## config.mk

```make
export PLATFORM = sky130hd
export DESIGN_NAME = crc16_frame_check_top
export DESIGN_NICKNAME = d
export VERILOG_FILES = /design/src/design/cfc_pkg.sv /design/src/design/crc16_frame_check_top.sv /design/src/design/cfc_in_stage.sv /design/src/design/cfc_check_core.sv /design/src/design/cfc_out_stage.sv
export VERILOG_INCLUDE_DIRS = /design/src /design/src/design
export SDC_FILE = /design/constraint.sdc
export NUM_CORES = 1
export LEC_CHECK = 0
export BUFFER_PORTS_ARGS = -buffer_cell sky130_fd_sc_hd__buf_2
export CORE_MARGIN = 1.5
export CORE_UTILIZATION = 52
export CTS_CLUSTER_SIZE = 8
export DETAILED_ROUTE_END_ITERATION = 10
export PLACE_DENSITY = 0.73
export SKIP_LAST_GASP = 1
export SYNTH_ARGS = -nofsm -noshare
export SYNTH_HDL_FRONTEND = slang
export SYNTH_SLANG_ARGS = --single-unit
```

## constraint.sdc

```tcl
create_clock -name clk_i -period 3.2 [get_ports clk_i]
set_input_delay 0.64 -clock clk_i [delete_from_list [all_inputs] [get_ports clk_i]]
set_output_delay 0.64 -clock clk_i [all_outputs]
set_load 0.01 [all_outputs]
```

## src/design/assert_macros.svh

```systemverilog
// Assertion macros shared by the frame check RTL.
`ifndef ASSERT_MACROS_SVH
`define ASSERT_MACROS_SVH

// Clocked check, masked while reset is asserted.
`define ASSERT_CLK(lbl, prop, msg) \
  lbl: assert property (@(posedge clk_i) disable iff (!rst_ni) prop) else $error(msg);

// Clocked check that also holds during reset.
`define ASSERT_CLK_ALWAYS(lbl, prop, msg) \
  lbl: assert property (@(posedge clk_i) prop) else $error(msg);

`endif

```

## src/design/cfc_pkg.sv

```systemverilog
// Shared types, constants and the CRC byte update for the frame checker.
`default_nettype none
package cfc_pkg;

  localparam logic [15:0] CrcInit = 16'hFFFF;
  localparam logic [15:0] CrcPoly = 16'hA001;
  localparam logic [1:0]  CntMax  = 2'd3;

  typedef struct packed {
    logic [7:0] data_byte;
    logic       frame_last;
  } in_item_t;

  typedef struct packed {
    logic        frame_done;
    logic [15:0] computed_crc;
    logic [15:0] received_crc;
    logic        crc_match;
    logic        length_ok;
  } result_t;

  // Reflected CRC-16 update of one byte, LSB first.
  function automatic logic [15:0] crc16_fold(input logic [15:0] crc, input logic [7:0] b);
    logic [15:0] c;
    c = crc ^ {8'h00, b};
    for (int k = 0; k < 8; k++) begin
      if (c[0]) begin
        c = (c >> 1) ^ CrcPoly;
      end else begin
        c = c >> 1;
      end
    end
    return c;
  endfunction

endpackage
`default_nettype wire

```

## src/design/crc16_frame_check_top.sv

```systemverilog
// Top level of the CRC-16/Modbus frame checker.
// Takes one frame byte per clock while the result is not stalled and returns
// one result per byte through an input register, a combinational unrolled
// 8-bit CRC update with the two-byte trailer delay, and a result register. A byte
// can be taken on every clock; the result register is the only stage that
// holds back input, and only while its result is stalled. Every byte yields
// a transaction on the output; only the one for a frame's final byte has
// frame_done set and carries the computed CRC, the received trailer (high
// byte first) and the match and length flags. Frames under three bytes
// report a zero CRC with both flags clear. The CRC state restarts after
// every final byte.
`default_nettype none
`include "assert_macros.svh"
module crc16_frame_check_top
  import cfc_pkg::*;
(
  input  wire logic        clk_i,
  input  wire logic        rst_ni,
  input  wire logic        in_valid_i,
  output logic             in_stall_o,
  input  wire logic [7:0]  data_byte_i,
  input  wire logic        frame_last_i,
  output logic             out_valid_o,
  input  wire logic        out_stall_i,
  output logic             frame_done_o,
  output logic [15:0]      computed_crc_o,
  output logic [15:0]      received_crc_o,
  output logic             crc_match_o,
  output logic             length_ok_o
);

  logic     s1_valid;
  in_item_t s1_item;
  logic     out_take;
  logic     advance;
  result_t  core_res;
  result_t  out_res;

  assign advance = s1_valid & out_take;

  cfc_in_stage u_in_stage (
    .clk_i        (clk_i),
    .rst_ni       (rst_ni),
    .valid_i      (in_valid_i),
    .data_byte_i  (data_byte_i),
    .frame_last_i (frame_last_i),
    .take_i       (out_take),
    .stall_o      (in_stall_o),
    .valid_o      (s1_valid),
    .item_o       (s1_item)
  );

  cfc_check_core u_check_core (
    .clk_i     (clk_i),
    .rst_ni    (rst_ni),
    .advance_i (advance),
    .item_i    (s1_item),
    .res_o     (core_res)
  );

  cfc_out_stage u_out_stage (
    .clk_i   (clk_i),
    .rst_ni  (rst_ni),
    .load_i  (advance),
    .res_i   (core_res),
    .stall_i (out_stall_i),
    .take_o  (out_take),
    .valid_o (out_valid_o),
    .res_o   (out_res)
  );

  assign frame_done_o   = out_res.frame_done;
  assign computed_crc_o = out_res.computed_crc;
  assign received_crc_o = out_res.received_crc;
  assign crc_match_o    = out_res.crc_match;
  assign length_ok_o    = out_res.length_ok;

  // Input backs up only behind a stalled, full result register.
  `ASSERT_CLK_ALWAYS(a_stall_cause,
    in_stall_o |-> (out_valid_o && out_stall_i),
    "input stalled without a stalled result")

endmodule
`default_nettype wire

```

## src/design/cfc_in_stage.sv

```systemverilog
// Input register stage of the frame checker.
`default_nettype none
module cfc_in_stage
  import cfc_pkg::*;
(
  input  wire logic       clk_i,
  input  wire logic       rst_ni,
  input  wire logic       valid_i,
  input  wire logic [7:0] data_byte_i,
  input  wire logic       frame_last_i,
  input  wire logic       take_i,
  output logic            stall_o,
  output logic            valid_o,
  output in_item_t        item_o
);

  logic     valid_q, valid_d;
  in_item_t item_q;

  // Hold while the registered byte cannot move on.
  assign stall_o = valid_q & ~take_i;
  assign valid_d = stall_o ? valid_q : valid_i;

  always_ff @(posedge clk_i or negedge rst_ni) begin
    if (!rst_ni) begin
      valid_q <= 1'b0;
    end else begin
      valid_q <= valid_d;
    end
  end

  always_ff @(posedge clk_i) begin
    if (valid_i && !stall_o) begin
      item_q.data_byte  <= data_byte_i;
      item_q.frame_last <= frame_last_i;
    end
  end

  assign valid_o = valid_q;
  assign item_o  = item_q;

endmodule
`default_nettype wire

```

## src/design/cfc_check_core.sv

```systemverilog
// Frame state, two-byte delay line and CRC update for the frame checker.
`default_nettype none
`include "assert_macros.svh"
module cfc_check_core
  import cfc_pkg::*;
(
  input  wire logic     clk_i,
  input  wire logic     rst_ni,
  input  wire logic     advance_i,
  input  wire in_item_t item_i,
  output result_t       res_o
);

  logic [15:0] crc_q, crc_d;
  logic [7:0]  newer_q, newer_d;
  logic [7:0]  older_q, older_d;
  logic [1:0]  cnt_q, cnt_d;
  logic        enough;
  logic [15:0] crc_next;
  logic [15:0] rx_crc;

  // The byte leaving the delay line is payload once two bytes are held.
  assign enough   = cnt_q[1];
  assign crc_next = enough ? crc16_fold(crc_q, older_q) : crc_q;
  assign rx_crc   = {newer_q, item_i.data_byte};

  always_comb begin
    res_o = '0;
    if (item_i.frame_last) begin
      res_o.frame_done = 1'b1;
      if (enough) begin
        res_o.computed_crc = crc_next;
        res_o.received_crc = rx_crc;
        res_o.crc_match    = (crc_next == rx_crc);
        res_o.length_ok    = 1'b1;
      end
    end
  end

  always_comb begin
    if (item_i.frame_last) begin
      crc_d   = CrcInit;
      newer_d = '0;
      older_d = '0;
      cnt_d   = '0;
    end else begin
      crc_d   = crc_next;
      newer_d = item_i.data_byte;
      older_d = newer_q;
      cnt_d   = (cnt_q == CntMax) ? CntMax : cnt_q + 2'd1;
    end
  end

  always_ff @(posedge clk_i or negedge rst_ni) begin
    if (!rst_ni) begin
      crc_q   <= CrcInit;
      newer_q <= '0;
      older_q <= '0;
      cnt_q   <= '0;
    end else if (advance_i) begin
      crc_q   <= crc_d;
      newer_q <= newer_d;
      older_q <= older_d;
      cnt_q   <= cnt_d;
    end
  end

  `ASSERT_CLK(a_frame_restart,
    (advance_i && item_i.frame_last) |=> (cnt_q == 2'd0 && crc_q == CrcInit),
    "frame state not restarted after final byte")
  `ASSERT_CLK(a_crc_idle_before_payload,
    (cnt_q != 2'd3) |-> (crc_q == CrcInit),
    "CRC moved before a payload byte left the delay line")
  `ASSERT_CLK(a_match_needs_length,
    res_o.crc_match |-> (res_o.length_ok && res_o.frame_done),
    "match flagged on a short or unfinished frame")

endmodule
`default_nettype wire

```

## src/design/cfc_out_stage.sv

```systemverilog
// Result register stage of the frame checker.
`default_nettype none
module cfc_out_stage
  import cfc_pkg::*;
(
  input  wire logic    clk_i,
  input  wire logic    rst_ni,
  input  wire logic    load_i,
  input  wire result_t res_i,
  input  wire logic    stall_i,
  output logic         take_o,
  output logic         valid_o,
  output result_t      res_o
);

  logic    valid_q, valid_d;
  result_t res_q;

  // Accept a new result when empty or when the held one leaves this cycle.
  assign take_o  = ~valid_q | ~stall_i;
  assign valid_d = take_o ? load_i : valid_q;

  always_ff @(posedge clk_i or negedge rst_ni) begin
    if (!rst_ni) begin
      valid_q <= 1'b0;
    end else begin
      valid_q <= valid_d;
    end
  end

  always_ff @(posedge clk_i) begin
    if (load_i && take_o) begin
      res_q <= res_i;
    end
  end

  assign valid_o = valid_q;
  assign res_o   = res_q;

endmodule
`default_nettype wire
```

Word-level counts from Yosys, hierarchy flattened

Index checks and enable logic that the tools add are counted.

Flip-flop bits (word level): 80
Input port bits: 13
Output and inout port bits: 37
Word-level logic and storage cells: 51

Add/subtract/negate cells: 1
Equal/unequal tests: 2
Multiplexer cells: 16
Bitwise operators: 15
Reductions and logical operators: 4

Operator list:

| kind                | number |
|---|---|
| $mux 16             | 10 |
| $mux 35             | 1 |
| $mux 34             | 1 |
| $not 2->3           | 8 |
| $eq 16x16->1        | 1 |
| $mux 8              | 2 |
| $xor 16x8->16       | 1 |
| $mux 2              | 2 |
| $not 1->1           | 3 |
| $add 2x1->2 const B | 1 |
| $and 1x1->1         | 2 |
| $eq 2x2->1 const B  | 1 |
| $logic_and 1x1->1   | 2 |
| $reduce_and 2->1    | 1 |
| $logic_not 1->1     | 1 |
| $or 1x1->1          | 1 |

Depth between registers and ports, before layout

Gate-level depths: netlist of the first run.

Depth in word-level cells: 21
Depth in mapped cells: 7
Gate-level depth less buffers: 7

Cells and area by module

Synthesis of the first run repeated with hierarchy kept, for this count alone.

Cell total of the unflattened synthesis: 307
Area total of the unflattened synthesis: 3706.1 um^2

Modules (own cells, without submodules):

| module                | times used | cells each | area an instance (um^2) | seq. area each (um^2) |
|---|---|---|---|---|
| cfc_check_core        | 1          | 253        | 2273.4                  | 870.8 |
| cfc_out_stage         | 1          | 39         | 1098.6                  | 1076.0 |
| cfc_in_stage          | 1          | 14         | 327.8                   | 295.3 |
| crc16_frame_check_top | 1          | 1          | 6.3                     | 0.0 |

Worst setup path after synthesis of the first run

No wires, ideal clock.

Kind: input to register
Start: input out_stall_i
End: register u_out_stage.res_q (netlist bit u_out_stage.res_o[0]) (enable)
Library setup time: 0.413 ns
Arrival time: 2.172 ns
Required time: 2.787 ns
Path slack: 0.615 ns
Stages: 4
Buffers on the path: 1
Cell sequence: nand2_1 > nand2_1 > clkinv_1 > clkbuf_1

Word-level cells in the longest chain between the ends: 4

Ends and longest elaborated chain:

| item                 | RTL line                    | source |
|---|---|---|
| from (decl)          | crc16_frame_check_top.sv:24 | `input wire logic out_stall_i,` |
| $not 1->1            | cfc_out_stage.sv:20         | `assign take_o = ~valid_q \| ~stall_i;` |
| $or 1x1->1           | cfc_out_stage.sv:20         |  |
| $and 1x1->1          | crc16_frame_check_top.sv:39 | `assign advance = s1_valid & out_take;` |
| via advance          | crc16_frame_check_top.sv:35 | `logic advance;` |
| $logic_and 1x1->1    | cfc_out_stage.sv:32         | `if (load_i && take_o) begin` |
| to (signal assigned) | cfc_out_stage.sv:33         | `res_q <= res_i;` |
| to (decl)            | cfc_out_stage.sv:17         | `result_t res_q;` |

The timed path passes the listed nets, and every way through them passes these cells.
A chain may end at the register's enable or synchronous reset.

Worst setup path in the final report of the first run

Start: register u_check_core.crc_q[1]
End: register u_out_stage.res_q (netlist bit u_out_stage.res_o[1]), data pin

Word-level cells in the longest chain between the ends: 13
Elaborated cells between the ends (all ways): 17
Those cells by class: 1 x eq/ne; 9 x mux; 7 x bitwise

Ends and longest elaborated chain:

| item                                                  | RTL line             | source |
|---|---|---|
| from (decl)                                           | cfc_check_core.sv:14 | `logic [15:0] crc_q, crc_d;` |
| from (signal assigned)                                | cfc_check_core.sv:56 | `crc_q <= CrcInit;` |
| from (signal assigned)                                | cfc_check_core.sv:61 | `crc_q <= crc_d;` |
| $xor 16x8->16                                         | cfc_pkg.sv:25        | `c = crc ^ {8'h00, b};` |
| $not 2->3 (no source line)                            | n/a                  |  |
| $mux 16 (3 in series)                                 | cfc_pkg.sv:27        | `if (c[0]) begin` |
| $mux 16 or $not 2->3 (tied branches) (4 in series)    | n/a                  |  |
| $not 2->3 (no source line) or $mux 16 (tied branches) | n/a                  |  |
| $mux 16                                               | cfc_pkg.sv:27        |  |
| $mux 16 *                                             | cfc_check_core.sv:24 | `assign crc_next = enough ? crc16_fold(crc_q, older_q) : crc_q;` |
| $eq 16x16->1 *                                        | cfc_check_core.sv:34 | `res_o.crc_match = (crc_next == rx_crc);` |

Every way passes the cells marked *; elsewhere a longest branch is shown, timed or not.

==> impl_results.md, run 1 <==
- Outcome: completed
- Synth Instances: between 300 and 400
- Min Clock Period, post-route: about 2.6 ns
- Synth Flop Type: edfxtp_1
- Seq. cell area: roughly 2200 sq um
- Hold Vio Cnt, Final: 0
- NumNets Final: 362
- Net Sw Frac: 37.25%
- DRT iter0 DRCs: 209
- Chip Width: just under 90 microns
- Compound-Gate Fraction of Synth Area: under 10%
- Routed wire length: 7277 microns
- Clock share of power: 18.1%
- Worst slew pin tran: slightly above 0.8 ns
- Area post-placement: between 3000 and 4000 sq um
- Pwr/cell area: between 900 and 1000 nW/um^2
- Simple-gate share of the synthesized area: approximately 15%
- First-pass GRT wire length: ~12,000 microns
- Largest family of logic cells by synthesized area: simple AND/OR/NAND/NOR gates
- GRT Max-Usage Layer: met2
- DIE HEIGHT: around 87 microns
- Area leader, netlist: edfxtp_1
- PortBufs: 49
- Post-CTS setup buffers: 0
- Total power: 4.001 mW
- RSZ-0062 raised after global routing: no
- Grt met2 use: 32.88%
- # IOs: 50
- Switch Pwr: approximately 1.5 mW
- Num CTS Buffers: 9
- F_max: 390.4 MHz
- Multi-input logic area: 1299 sq um
- Area added between synthesis and finish: 14.19%
- Starting Density: approximately 54%
- Slew HR: between 40% and 50%
- Per-cell routed wire length: 16.77 microns
- Adder-Cell Fraction of Synth Area: 0%
- Final Slew Violations: 0
- CTS clk-pin slew, worst paths: about 0.080 ns
- Setup Skew: ~0.017 ns
- Flop pwr share: approximately two fifths
- Synth Warn #: 0
- CTS resizes: 0
- Cell-internal power: 2.511 mW
- Hold crit path type: input port to async pin
- Pin count of the biggest net entering global routing: between 50 and 60
- Setup violations, final: 0
- Critical path class: flop to flop
- Core region area: between 6000 and 7000 sq um
- Remaining DRCs: 0
- Post-synth EDFFs: 44
- Filler Cells Inserted: between 500 and 600
- Crit share post-route: about four fifths
- Drt via density: 5.631
- Row count: 30
- GRT overflow: 0
- Top cells by count, synth: edfxtp_1 (44), nand2_1 (35), nor2_1 (29), xnor2_1 (27)
- Initial antenna violation count: 0
- Hold Buf Count CTS: 0
- Met1 Usage GRT: between 20% and 30%
- Ranking of synthesized cells by area: edfxtp_1 (36%), dfrtp_1 (14%), dfstp_2 (12%), xnor2_1 (6.5%), nand2_1 (3.6%)
- CTS max path bufs: 2
- Finished Cell Area: roughly 4100 sq um
- Top-count cell post-synth: edfxtp_1
- DP HPWL: ~4800 microns
- Met3 Use GR: 4.095%
- Final worst slack: roughly 0.64 ns
- Syn_area_per_cell: roughly 12 sq um
- Share of cells above drive strength 1: 25.99%
- CTS root buf: clkbuf_8
- Clk sinks: 80
- Post-Syn Area: between 3000 and 4000 sq um
- Antenna cells: 0
- CTS tree: done
- Max_cap viols: 0
- Yosys reg bits: 80
- Worst-Skew Late Latency: between 0.3 and 0.4 ns
- Final Non-Filler Cells: approximately 430
- Synth async-reset ratio: ~45%
- Dpl cells: around 420
- Combinational power share: ~43%
- Worst-case vdd ir drop: 0.4691 mV
- LEAKAGE: roughly 1.8 nW
- Worst Path Max Fanout: 7
- Pre-CTS setup slack: roughly 0.66 ns
- Remaining antenna violation count: 0
- Top cell type's share of synthesized area: a little over a third
- Syn_nets: around 310
- Vias: between 2,000 and 2,500
- GR Util All Layers: about a fifth
- DRT Pass-1 Iters: 4
- Sequential area share after synthesis: between 60 and 70%
- Count of cell types in the netlist: 37
- Vias in the first global route: between 2,000 and 2,500
- R2r setup slk: between 0.6 and 0.7 ns
- Crit path arrival time: between 2 and 3 ns
- Xor and xnor area share after synthesis: 10.51%
- Die footprint: ~7500 sq um
- Setup TNS Final: 0 ns
- H-Tree Level Count: 3
- Crit end category: flop
- Crit path required time: ~3.4 ns
- Mux share of post-synthesis cell area: about 1.4%
- Gpl congestion: 0.8860
- CP Launch Type: flop
-- final timing paths --
| kind | to | cells past startpoint | start |
|---|---|---|---|
| max reg2reg | u_out_stage.res_o[1] | 7 | u_check_core.crc_q[1] |
| min reg2reg | u_check_core.older_q[0] | 2 | u_check_core.older_q[0] |
| min in group clk_i | u_in_stage.item_o[6] | 1 | data_byte_i[5] |
| max | u_out_stage.res_o[1] | 7 | u_check_core.crc_q[1] |
| min | u_check_core.cnt_q[0] | 1 | rst_ni |
| max in group asynchronous | u_check_core.older_q[6] | 1 | rst_ni |
-- flip-flops by register name, indices dropped and copies added, names as in the netlist --
| name | flops |
|---|---|
| u_check_core.cnt_q | 2 |
| u_check_core.crc_q | 16 |
| u_check_core.newer_q | 8 |
| u_check_core.older_q | 8 |
| u_in_stage.item_o | 9 |
| u_in_stage.valid_o | 1 |
| u_out_stage.res_o | 35 |
| u_out_stage.valid_o | 1 |
-- metrics by stage --
step / utilization, % / hold slack (ns)
6_report: 61.39 / 0.3858
3_5_place_dp: 58.52 / 0.4847
3_3_place_gp: 58.52 / 0.4711
4_1_cts: 61.39 / 0.4051
2_1_floorplan: - / 0.3444
5_1_grt: 61.39 / 0.4474
-- layer usage --
metal	wire length (microns)	part of all wire, %
met3	276	3.8
met2	3445	47
met4	177	2.4
met1	3377	46
met5	0	0
-- critical path, cell delays in order, from the launching register on --
cell	delay [ns]
dfstp_2	0.58
xor2_2	0.22
xnor3_1	0.44
xnor3_2	0.35
xnor3_1	0.24
mux2i_1	0.19
xnor2_1	0.10
a2111oi_2	0.26
-- power by group through the flow --
stage | registers, mW | clock network (mW) | logic [mW]
3_5_place_dp | 1.57 | 0 | 1.69
4_1_cts | 1.55 | 0.737 | 1.72
2_1_floorplan | 1.55 | 0 | 1.31
3_3_place_gp | 1.56 | 0 | 1.67
6_report | 1.55 | 0.726 | 1.72
5_1_grt | 1.58 | 0.779 | 1.87
-- area by class of cell --
class                   instances  area share [%]
flip-flops and latches         80           54.06
well taps                      80           2.413
clock inverters                 7           1.689
repair buffers                 55           6.998
inverters                       6          0.5430
clock buffers                   9           2.986
multi-input cells             197           31.31
-- layout by cell type (no fill, tap or decap), types with 2 or more instances in the layout --
cell / count
a21oi_1: 14
a31oi_1: 4
and2_1: 3
and3_1: 20
buf_2: 49
buf_4: 6
clkbuf_8: 9
clkinvlp_4: 3
dfrtp_1: 20
dfstp_2: 16
edfxtp_1: 44
inv_1: 5
mux2i_1: 5
nand2_1: 35
nand2b_1: 3
nand3_1: 2
nand3b_1: 15
nand4_1: 2
nor2_1: 29
o22a_1: 15
o22ai_1: 2
o31ai_1: 2
xnor2_1: 27
xnor3_1: 2
xor2_1: 5
-- cells by family (layout without fill, tap and decap cells) --
kind of cell,Yosys count,after routing
and+or+nand+nor,112,112
DFF,80,80
AOI/OAI and AO/OA,43,43
xor gates and xnor gates,37,37
buffers and inverters,24,77
muxes,5,5
Note: power is estimated with default switching activity, not from simulation.
==> inputs of run 2 (changes only) <==
--- a/config.mk
+++ b/config.mk
@@ -6,6 +6,7 @@
 export SDC_FILE = /design/constraint.sdc
 export NUM_CORES = 1
 export LEC_CHECK = 0
+export ABC_AREA = 1
 export BUFFER_PORTS_ARGS = -buffer_cell sky130_fd_sc_hd__buf_2
 export CORE_MARGIN = 1.5
 export CORE_UTILIZATION = 52
==> constraint.sdc (replaced) <==
create_clock -name clk_i -period 2.5 [get_ports clk_i]
set_input_delay 0.5 -clock clk_i [delete_from_list [all_inputs] [get_ports clk_i]]
set_output_delay 0.5 -clock clk_i [all_outputs]
set_load 0.01 [all_outputs]
==> impl_results.md, run 2 <==
- Outcome: completed
- Die footprint: 7683 sq um
- Area added between synthesis and finish: 15.14%
- Core region area: just under 7000 sq um
- Crit end category: flop
- Syn_nets: between 400 and 500
- Setup Skew: ~0.009 ns
- Routed wire length: 8063 microns
- R2R Path Start: u_check_core.crc_q[2]
- Ranking of synthesized cells by area: edfxtp_1 (35%), dfrtp_1 (13%), nand2_1 (13%), dfstp_2 (11%), nor2_1 (5.0%)
- Top-count cell post-synth: nand2_1
- Setup crit start: u_check_core.crc_q[2]
- Setup TNS Final: 0 ns
- Hold crit path type: input port to async pin
- Crit path required time: 2.62 ns
- Most frequent cells in the layout: nand2_1 (133), nor2_1 (49), buf_2 (49)
- Remaining antenna violation count: 0
- # IOs: 50
- Mux share of post-synthesis cell area: 0%
- RR Endpoint: u_out_stage.res_o[1]
- Yosys reg bits: 80
- Share of cells above drive strength 1: a little under a quarter
- Adder-Cell Fraction of Synth Area: 0%
- Crit path max-delay family: simple AND/OR/NAND/NOR gates
- First-pass GRT wire length: about 13,000 microns
- Slew HR: between 40 and 50%
- Chip Width: between 80 and 90 microns
- Final Non-Filler Cells: between 500 and 600
- Largest family of logic cells by synthesized area: simple AND/OR/NAND/NOR gates
- Buffers & Inverters on Critical Path: 2
- Simple-gate share of the synthesized area: roughly 25%
- R2r setup slk: between 0.3 and 0.4 ns
- Compound-Gate Fraction of Synth Area: under 10%
- Post-Syn Area: around 3700 sq um
- Filler Cells Inserted: 590
- NumNets Final: between 400 and 500
- Final Slew Violations: 0
- Gpl congestion: 0.8498
- LEAKAGE: approximately 2.1 nW
- Largest incremental delay on the critical path: roughly 0.58 ns
- DRT iter0 DRCs: ~160
- Crit path max-delay cell type: dfstp_2
- Synth async-reset ratio: 45.00%
- GR Util All Layers: approximately 22%
- Post-CTS setup buffers: 0
- Crit share post-route: approximately 86%
- Top cells by count, synth: nand2_1 (133), nor2_1 (50), edfxtp_1 (44), inv_1 (41), nand3_1 (35)
- Worst path cell trace: inv_2 > nand2_1 > nand2_1 > nand2_1 > nand2_1 > inv_1 > nand2_2 > nand2_1 > nand2_2 > nand2_2 > nand2_1 > nand3_1 > nand2_1 > nand2_1 > o21ai_1 > nor2_1 > nor2_2
- Min Clock Period, post-route: ~2.1 ns
- Final Core Density: approximately 62%
- Setup violations, final: 0
- Top cell type's share of synthesized area: a little over a third
- Post-synth EDFFs: between 40 and 50
- Worst-case vdd ir drop: roughly 0.57 mV
- CTS tree: done
- Hold Buf Count CTS: 0
- Final worst slack: roughly 0.35 ns
- Remaining DRCs: 0
- Antenna cells: 0
- Worst slew pin tran: 0.8596 ns
- Syn_area_per_cell: about 8.9 sq um
- Max reg flops: 35
- Pwr/cell area: 1171 nW/um^2
- Clk sinks: 80
- Initial antenna violation count: 0
- DP HPWL: 5358 microns
- Count of cell types in the netlist: 27
- Max_cap viols: 0
- CTS resizes: 0
- CP Launch Type: flop
- Vias in the first global route: approximately 2,800
- Synth Warn #: 0
- Area leader, netlist: edfxtp_1
- Hold Vio Cnt, Final: 0
- CTS clk-pin slew, worst paths: ~0.08 ns
- Synth Flop Type: edfxtp_1
- Starting Density: 54.24%
- H-Tree Level Count: 3
- Xor and xnor area share after synthesis: 0.9402%
- Sequential area share after synthesis: roughly three fifths
- Vias: 2,986
- Crit path arrival time: between 2 and 2.5 ns
- Row count: 30
- Pre-CTS setup slack: 0.3885 ns
- GRT overflow: 0
- Num CTS Buffers: 9
- Pin count of the biggest net entering global routing: 37
- RSZ-0062 raised after global routing: no
- Worst Path Max Fanout: 4
- Final hold slack: 0.2496 ns
- PortBufs: 49
- Drt via density: between 5 and 6
- Critical path class: flop to flop
- CTS root buf: clkbuf_8
- Worst-Skew Late Latency: ~0.36 ns
- R2R depth: 17
- CTS max path bufs: 2
- Dpl cells: 558
- DRT Pass-1 Iters: 5
- Synth Instances: around 420
- Per-cell routed wire length: between 10 and 15 microns
- Top cell by count, worst path: nand2_1
- Commonest non-fill, non-tap cell in the layout: nand2_1
- DIE HEIGHT: 87.65 microns
- F_max: around 470 MHz
## run 2: changes by cell type after synthesis, moves of 12 or more
| cell | before | now |
|---|---|---|
| o22a_1 | 15 | 0 |
| and3_1 | 20 | 0 |
| inv_1 | 5 | 41 |
| nor2_1 | 29 | 50 |
| xnor2_1 | 27 | 2 |
| nand3b_1 | 15 | 0 |
| nand3_1 | 2 | 35 |
| nand2_1 | 35 | 133 |
| o22ai_1 | 2 | 14 |
## run 2: kinds of logic after synthesis
logic type      count (synthesis)
xor+xnor                        4
simple gates                  230
flops                          80
buf+inv                        63
compound gates                 40
## run 2: final cells by class
class / count / area (sq um) / share of cell area (%)
sequential: 80 / 2242 / 52.26
multi-input combinational: 274 / 1244 / 28.99
timing repair buffer: 57 / 305.3 / 7.116
inverter: 51 / 191.4 / 4.462
clock buffer: 10 / 127.6 / 2.975
tap: 96 / 120.1 / 2.800
clock inverter: 6 / 60.06 / 1.400
## run 2: stage by stage
| step | power (mW) | cell area (sq um) |
|---|---|---|
| after floorplan | 3.556 | 3726 |
| after global placement | 4.026 | 4103 |
| after detailed placement | 4.074 | 4103 |
| after CTS | 4.999 | 4290 |
| after global routing | 5.402 | 4290 |
| final | 5.022 | 4290 |
## run 2: routing by layer
layer	wire length (microns)	vias to the layer above	global-route usage, %
li1	-	1464	-
met1	3638	1403	29.58
met2	3837	99	35.66
met3	429	20	4.807
met4	157	0	10.82
met5	0	-	0
## run 2: power by group
part	internal [mW]	total, mW	switching [mW]
Combinational	0.689	2.12	1.43
Sequential	1.80	1.98	0.179
Clock	0.456	0.929	0.473
## run 2: worst max-delay path by stage
stage / end / depth (start not counted)
2_1_floorplan: u_out_stage.res_o[0] / 4
3_3_place_gp: u_out_stage.res_o[1] / 17
3_5_place_dp: u_out_stage.res_o[1] / 17
4_1_cts: u_out_stage.res_o[1] / 17
5_1_grt: u_out_stage.res_o[1] / 17
6_report: u_out_stage.res_o[1] / 17
